$ cat src/sv/skit_pkg.sv
`timescale 1ns / 1ps
// ----------------------------------------------------------------------------
// skit_pkg
// shared types, codes and defaults of the sorted key index table
// ----------------------------------------------------------------------------
package skit_pkg;

  localparam int unsigned CAPACITY_DEF  = 128;
  localparam int unsigned KEY_BYTES_DEF = 8;

  typedef enum logic [1:0] {
    FUNC_INSERT = 2'd0,
    FUNC_LOOKUP = 2'd1,
    FUNC_REMOVE = 2'd2,
    FUNC_NONE   = 2'd3
  } func_e;

  typedef enum logic [1:0] {
    ST_OK        = 2'd0,
    ST_NOT_FOUND = 2'd1,
    ST_DUPLICATE = 2'd2,
    ST_FULL      = 2'd3
  } status_e;

  typedef struct packed {
    func_e       func;
    logic [63:0] key;
    logic [15:0] offset;
  } req_t;

  typedef struct packed {
    status_e     status;
    logic [6:0]  position;
    logic [15:0] found_offset;
    logic [7:0]  entry_count;
  } rsp_t;

  // per-cycle command broadcast to every cell of the chain
  typedef struct packed {
    logic cmp_en;
    logic ins_go;
    logic rem_go;
  } cell_ctrl_t;

endpackage

$ cat src/sv/skit_cell.sv
`timescale 1ns / 1ps
// ----------------------------------------------------------------------------
// skit_cell
// one table slot: holds a key and offset, compares against the request key
// and shifts with its neighbors on insert and remove
// ----------------------------------------------------------------------------
module skit_cell
  import skit_pkg::*;
#(
  parameter int unsigned KEY_W = 64
) (
  input  logic             clk_i,
  input  cell_ctrl_t       ctrl_i,
  input  logic             valid_i,
  input  logic [KEY_W-1:0] cmp_key_i,
  input  logic [KEY_W-1:0] new_key_i,
  input  logic [15:0]      new_off_i,
  input  logic             left_lt_i,
  input  logic [KEY_W-1:0] left_key_i,
  input  logic [15:0]      left_off_i,
  input  logic [KEY_W-1:0] right_key_i,
  input  logic [15:0]      right_off_i,
  output logic [KEY_W-1:0] key_o,
  output logic [15:0]      off_o,
  output logic             lt_o,
  output logic             eq_o
);

  logic [KEY_W-1:0] key_q, key_d;
  logic [15:0]      off_q, off_d;
  logic             lt_q, eq_q;

  always_comb begin
    key_d = key_q;
    off_d = off_q;
    if (ctrl_i.ins_go && !lt_q) begin
      // boundary cell takes the new entry, cells above move up by one
      if (left_lt_i) begin
        key_d = new_key_i;
        off_d = new_off_i;
      end else begin
        key_d = left_key_i;
        off_d = left_off_i;
      end
    end else if (ctrl_i.rem_go && !lt_q) begin
      key_d = right_key_i;
      off_d = right_off_i;
    end
  end

  always_ff @(posedge clk_i) begin
    key_q <= key_d;
    off_q <= off_d;
    if (ctrl_i.cmp_en) begin
      lt_q <= valid_i && (key_q < cmp_key_i);
      eq_q <= valid_i && (key_q == cmp_key_i);
    end
  end

  assign key_o = key_q;
  assign off_o = off_q;
  assign lt_o  = lt_q;
  assign eq_o  = eq_q;

endmodule

$ cat config.mk
export PLATFORM = sky130hd
export DESIGN_NAME = skit_cell
export DESIGN_NICKNAME = d
export VERILOG_FILES = /design/src/sv/skit_pkg.sv /design/src/sv/skit_cell.sv
export SDC_FILE = /design/constraint.sdc
export NUM_CORES = 1
export LEC_CHECK = 0
export BUFFER_PORTS_ARGS = -buffer_cell sky130_fd_sc_hd__clkbuf_2
export CAP_MARGIN = 20
export CORE_AREA = 2 2 154 156
export CTS_CLUSTER_DIAMETER = 60
export DETAILED_ROUTE_END_ITERATION = 8
export DIE_AREA = 0 0 156 158
export SYNTH_ARGS = -nofsm -noshare
export SYNTH_HDL_FRONTEND = slang
export SYNTH_SLANG_ARGS = --single-unit
$ cat constraint.sdc
create_clock -name clk_i -period 9.03 [get_ports clk_i]
set_input_delay 0.4515 -clock clk_i [delete_from_list [all_inputs] [get_ports clk_i]]
set_output_delay 0.4515 -clock clk_i [all_outputs]
set_load 0.05 [all_outputs]
==> results of run 1 <==
-- sequential cells by signal, summed over array words and instances (netlist names) --
name,flops
key_o,64
lt_o,1
off_o,16
eq_o,1
-- per-layer routing --
layer	wire (µm)	vias up	global-route usage	share of wire
met5	0	-	0	0
met4	404	0	0.05242	0.022
met3	1298	30	0.03969	0.070
met2	9342	239	0.2615	0.50
met1	7481	2369	0.1644	0.40
li1	-	2841	-	-
-- layout make-up --
| cell class | count | area (µm²) |
|---|---|---|
| multi-input combinational | 404 | 2945 |
| clock inverter | 7 | 83.83 |
| tap | 290 | 362.8 |
| clock buffer | 9 | 225.2 |
| inverter | 67 | 251.5 |
| timing repair buffer | 394 | 1982 |
| sequential | 82 | 2462 |
| fill | 2370 | 14740 |
-- cell usage in the layout, fill, tap and decap left out, types with 2 or more instances in the layout --
master,instances
edfxtp_1,82
o21ai_0,77
nor3_1,2
ha_1,64
nor4_4,2
o21ai_1,9
nand4_2,4
mux2i_1,80
inv_6,3
inv_1,67
a2111oi_0,2
a21oi_1,26
nand3_1,7
nand4_1,9
a221oi_1,3
clkbuf_2,390
nand2_1,95
a21o_1,7
clkbuf_16,9
nor2_1,5
buf_4,4
-- Yosys cell counts, drive strengths merged --
cell type	instances	area, µm²
o211ai	1	7.510
clkbuf	18	67.56
a211oi	1	7.510
buf	9	45.04
o22ai	1	6.260
edfxtp	82	2462
a21o	7	52.55
and3	1	6.260
o21ai	86	430.4
nand3	7	35.03
nor4	4	61.31
a21oi	26	130.1
nor3	2	10.01
nand4	14	127.6
mux2i	80	800.8
nand2b	1	6.260
a2111oi	2	17.52
nand4b	1	8.760
o21a	1	7.510
a221oi	3	26.28
inv	67	251.5
nand2	95	356.6
ha	64	800.8
o2111ai	1	8.760
nor2	6	22.52
-- tightest hold or removal path, delay by kind of cell --
kind	cells	cell delay [ns]
AND/OR/NAND/NOR	1	0.03
buffers and inverters	1	0.08
AO/OA/AOI/OAI	1	0.05
-- cell families after synthesis --
| group | Yosys count | share of synthesized area |
|---|---|---|
| compound gates | 129 | 0.1206 |
| fa+ha+maj | 64 | 0.1391 |
| buf+inv | 94 | 0.06325 |
| flops | 82 | 0.4277 |
| mux | 80 | 0.1391 |
| simple gates | 131 | 0.1102 |
-- power by group through the flow --
stage	clock, W	sequential [W]	combinational, W
3_3_place_gp	0	0.000502	0.000419
2_1_floorplan	0	0.000628	0.000146
3_5_place_dp	0	0.000503	0.000423
4_1_cts	0.000408	0.000496	0.000424
6_report	0.000391	0.000494	0.000417
5_1_grt	0.000420	0.000499	0.000459
-- metrics by stage --
stage | cells | hold slack, ns | cell area [µm²]
2_1_floorplan | 580 | 0.5640 | 5757
3_3_place_gp | 1237 | 0.7277 | 8004
3_5_place_dp | 1237 | 0.7324 | 8004
4_1_cts | 1253 | 0.3548 | 8313
5_1_grt | 1253 | 0.3758 | 8313
6_report | 1253 | 0.3778 | 8313
-- final timing paths --
| kind | end | slack (ns) | depth (start not counted) |
|---|---|---|---|
| max | lt_o | 6.59 | 6 |
| min | key_o[48] | 0.38 | 3 |
| max reg2reg | lt_o | 6.59 | 6 |
| min reg2reg | lt_o | 0.93 | 4 |
==> out/results.txt, run 1 <==
worst skew pair latency = 0.35 ns
# resized after CTS = 0
worst-case clock buffer depth = 2
Required @ worst endpoint = 9.09 ns
CP peak stage delay = 0.46 ns
Root Driver = clkbuf_16
RSZ-0062 raised after global routing = no
slew of the pin with the lowest slew margin = 1.078 ns
Sink Count = 82
Post-Synthesis Cell Area = 5757 µm²
via/cell ratio = 4.373
CP Launch Point = key_o[63]
Setup violations, final = 0
core area = 23050 µm²
post-layout util = 0.3606
setup slack at placement = 6.384 ns
Hold-fix buffers, CTS = 0
Placer Congestion = 0.8274
initial antenna violation count = 0
largest net degree at the start of global routing = 85
router iterations before antenna repair = 4
delay-heaviest family, CP = simple AND/OR/NAND/NOR gates
reg2reg start = key_o[63]
Post-Syn Area per Cell = 9.925 µm²
clock period minus worst slack = 2.441 ns
Max Fclk = 0.4097 GHz
Post-DRT Antenna Nets = 0
maximum VDD drop = 0.08807 mV
status = completed
post-CTS setup buffers = 0
Antenna diodes = 0
share of cells above drive strength 1 = 0.4361
I/O Buffers = 391
vias in the first global route = 5477
CTS tree = built
first-pass GRT wire length = 27280 µm
DR WL/cell = 14.79 µm
Worst EP arrival = 2.50 ns
I/O pin cnt = 392
Int Pwr = 0.0008325 W
Slew HR = 0.2814
Leakage = 4.507 nW
fin nets = 1332
sequential power share = 0.379
1st-iter DRT viols = 165
Psw = 0.0004696 W
GRT Resource Usage Total = 0.1450
Cell variety after synth = 30
Logic pwr share = 0.320
Die ar. = 24650 µm²
Cells after Synth = 580
area grow syn2layout = 44.40%
CP Launch Type = flip-flop
synthesized flop and latch total = 82
max-slew violations = 0
die span in x = 156 µm
min-delay src = right_key_i[48]
Syn Nets = 954
Layout Skew = 0.009175 ns
CTS Buf Count = 9
grt ovf = 0
crit-path cells = ha_1 -> nand4_4 -> nor4_4 -> nand4_2 -> nor4_2 -> a221oi_1
chip height = 158 µm
WP buf/inv = 0
final setup margin = 6.589 ns
kind of critical path = reg2reg
Cell Rows = 56
Cell Pwr Density = 156.6 nW/µm²
Syn. warnings = 0
final worst-path cycle share = 0.2703
CP max FO = 4
Final Hold Vio Count = 0
via count = 5479
Clock transition at path regs = 0.07 ns
CP max-delay cell = nor4_4
H-tree Lvls = 3
Detailed Place HPWL = 15380 µm
setup_tns = 0 ns
total power = 0.001302 W
Max Cap Violations = 0
Sw Share = 0.3606
Worst setup EP type = flip-flop
post-synthesis sequential area ratio = 0.4277
drt drc = 0
Hold Path Class = in2reg
Initial Util = 0.2497
WL final = 18530 µm
Clk pwr share = 0.300
No activity file was read; power rests on OpenSTA's default activity.
==> run 2: changes to the inputs <==
CORE_AREA = 2 2 153 155   (was 2 2 154 156)
DIE_AREA = 0 0 155 157   (was 0 0 156 158)
clock period = 2.1 ns   (was 9.03 ns; I/O delays follow)
==> out/results.txt, run 2 (synthesis gave the netlist of run 1 again) <==
worst-case clock buffer depth = 2
WL final = 19240 µm
fillers = 2268
setup_tns = -0.01658 ns
Hold Path Class = in2reg
status = complete, but fails checks
CP max FO = 4
final setup margin = -0.01658 ns
Worst setup EP type = flip-flop
worst hold path depth = 3
Max Cap Violations = 0
die span in x = 155 µm
Final Hold Vio Count = 0
Antenna diodes = 0
router iterations before antenna repair = 4
reg2reg start = key_o[62]
chip height = 157 µm
DR WL/cell = 15.10 µm
final worst-path cycle share = 1.008
most frequent cells in the layout = clkbuf_2, nand2_1, edfxtp_1, mux2i_1, o21ai_0
commonest non-fill, non-tap cell in the layout = clkbuf_2
Initial Util = 0.2558
clock period minus worst slack = 2.117 ns
Hold WS = 0.03108 ns
slew of the pin with the lowest slew margin = 0.5556 ns
Psw = 0.002095 W
Sw Share = 0.3546
vias in the first global route = 5536
Die ar. = 24340 µm²
via/cell ratio = 4.440
Hold Path End = off_o[6]
Cell Rows = 55
largest net degree at the start of global routing = 81
CP peak stage delay = 0.44 ns
Placer Congestion = 0.8377
Worst EP arrival = 2.20 ns
CP max-delay cell = edfxtp_1
initial antenna violation count = 0
drt drc = 0
Detailed Place HPWL = 16120 µm
Clock transition at path regs = 0.07 ns
Setup violations, final = 1
Worst R2R Setup Slack = -0.02 ns
max FFs per register = 64
1st-iter DRT viols = 220
via count = 5657
H-tree Lvls = 3
RSZ-0062 raised after global routing = yes
R2R cell count = 8
Slew HR = 0.6296
area grow syn2layout = 54.01%
Leakage = 4.692 nW
CTS Buf Count = 9
failing checks = setup timing
Logic pwr share = 0.335
Max Fclk = 0.4725 GHz
share of cells above drive strength 1 = 0.4712
crit-path cells = ha_4 -> nand4_4 -> buf_4 -> a211oi_1 -> nor4_4 -> buf_4 -> o211ai_1 -> a221oi_2
Post-DRT Antenna Nets = 0
I/O pin cnt = 392
Layout Skew = 0.008149 ns
worst skew pair latency = 0.35 ns
CP dominant cell by count = buf_4
I/O Buffers = 391
Required @ worst endpoint = 2.18 ns
sequential power share = 0.359
Int Pwr = 0.003812 W
Sink Count = 82
Cell Pwr Density = 666.2 nW/µm²
GRT Resource Usage Total = 0.1520
maximum VDD drop = 0.3114 mV
CTS tree = built
core area = 22500 µm²
max-slew violations = 0
fin nets = 1358
placed cell area = 8245 µm²
R2R Path End = lt_o
Root Driver = clkbuf_16
CP Launch Type = flip-flop
min-delay src = right_off_i[6]
Clk pwr share = 0.306
first-pass GRT wire length = 28410 µm
kind of critical path = reg2reg
grt ovf = 0
finished layout cell area = 8866 µm²
-- run 2: how the worst max path moves through the flow --
stage / startpoint / cells after the start / to / slack [ns]
after CTS: key_o[59] / 7 / lt_o / 0.001
after global routing: key_o[55] / 7 / lt_o / -0.12
after global placement: key_o[58] / 8 / lt_o / -0.11
after floorplan: lt_o / 1 / key_o[0] / -0.21
final: key_o[62] / 8 / lt_o / -0.02
after detailed placement: key_o[58] / 8 / lt_o / -0.16
-- run 2: cell type report --
type,instances,area [µm²],area share
multi-input combinational,404,3222,0.3634
sequential,82,2462,0.2777
timing repair buffer,420,2242,0.2529
tap,285,356.6,0.04022
inverter,67,251.5,0.02837
clock buffer,9,225.2,0.02540
clock inverter,7,106.4,0.01200
-- run 2: repair_timing --
action,in CTS,in global routing
pin swaps,6,13
hold endpoints to repair,2,0
setup endpoints to repair,2,2
setup buffers,3,14
hold buffers,1,0
resized for setup,9,11
-- run 2: stage by stage --
stage	worst slack [ns]	power, W	utilization	cells
4_1_cts	0.001059	0.005939	0.3854	1260
2_1_floorplan	-0.2085	0.003351	-	580
6_report	-0.01658	0.005907	0.3940	1274
3_5_place_dp	-0.1638	0.004065	0.3664	1240
3_3_place_gp	-0.1085	0.004036	0.3664	1240
5_1_grt	-0.1223	0.006228	0.3940	1274
-- run 2: worst max-delay path: cells and delay by family (launching register included) --
| family | cells | cell delay, ns |
|---|---|---|
| adders and majority gates | 1 | 0.31 |
| and+or+nand+nor | 2 | 0.22 |
| buffers and inverters | 2 | 0.31 |
| DFF | 1 | 0.44 |
| AOI/OAI and AO/OA | 3 | 0.56 |
-- run 2: routing by layer --
layer  up-vias  wire (µm)  GRT usage
met5         -          0          0
met4         0        544    0.06393
met3        32       1339    0.03855
met2       238       9726     0.2772
met1      2496       7625     0.1681
li1       2891          -          -
-- run 2: power groups by stage --
stage	Combinational [W]	Clock, W	Sequential [W]
after floorplan	0.000656	0	0.00269
after global placement	0.00189	0	0.00214
after detailed placement	0.00191	0	0.00216
after CTS	0.00193	0.00188	0.00212
after global routing	0.00216	0.00193	0.00214
final	0.00198	0.00181	0.00212
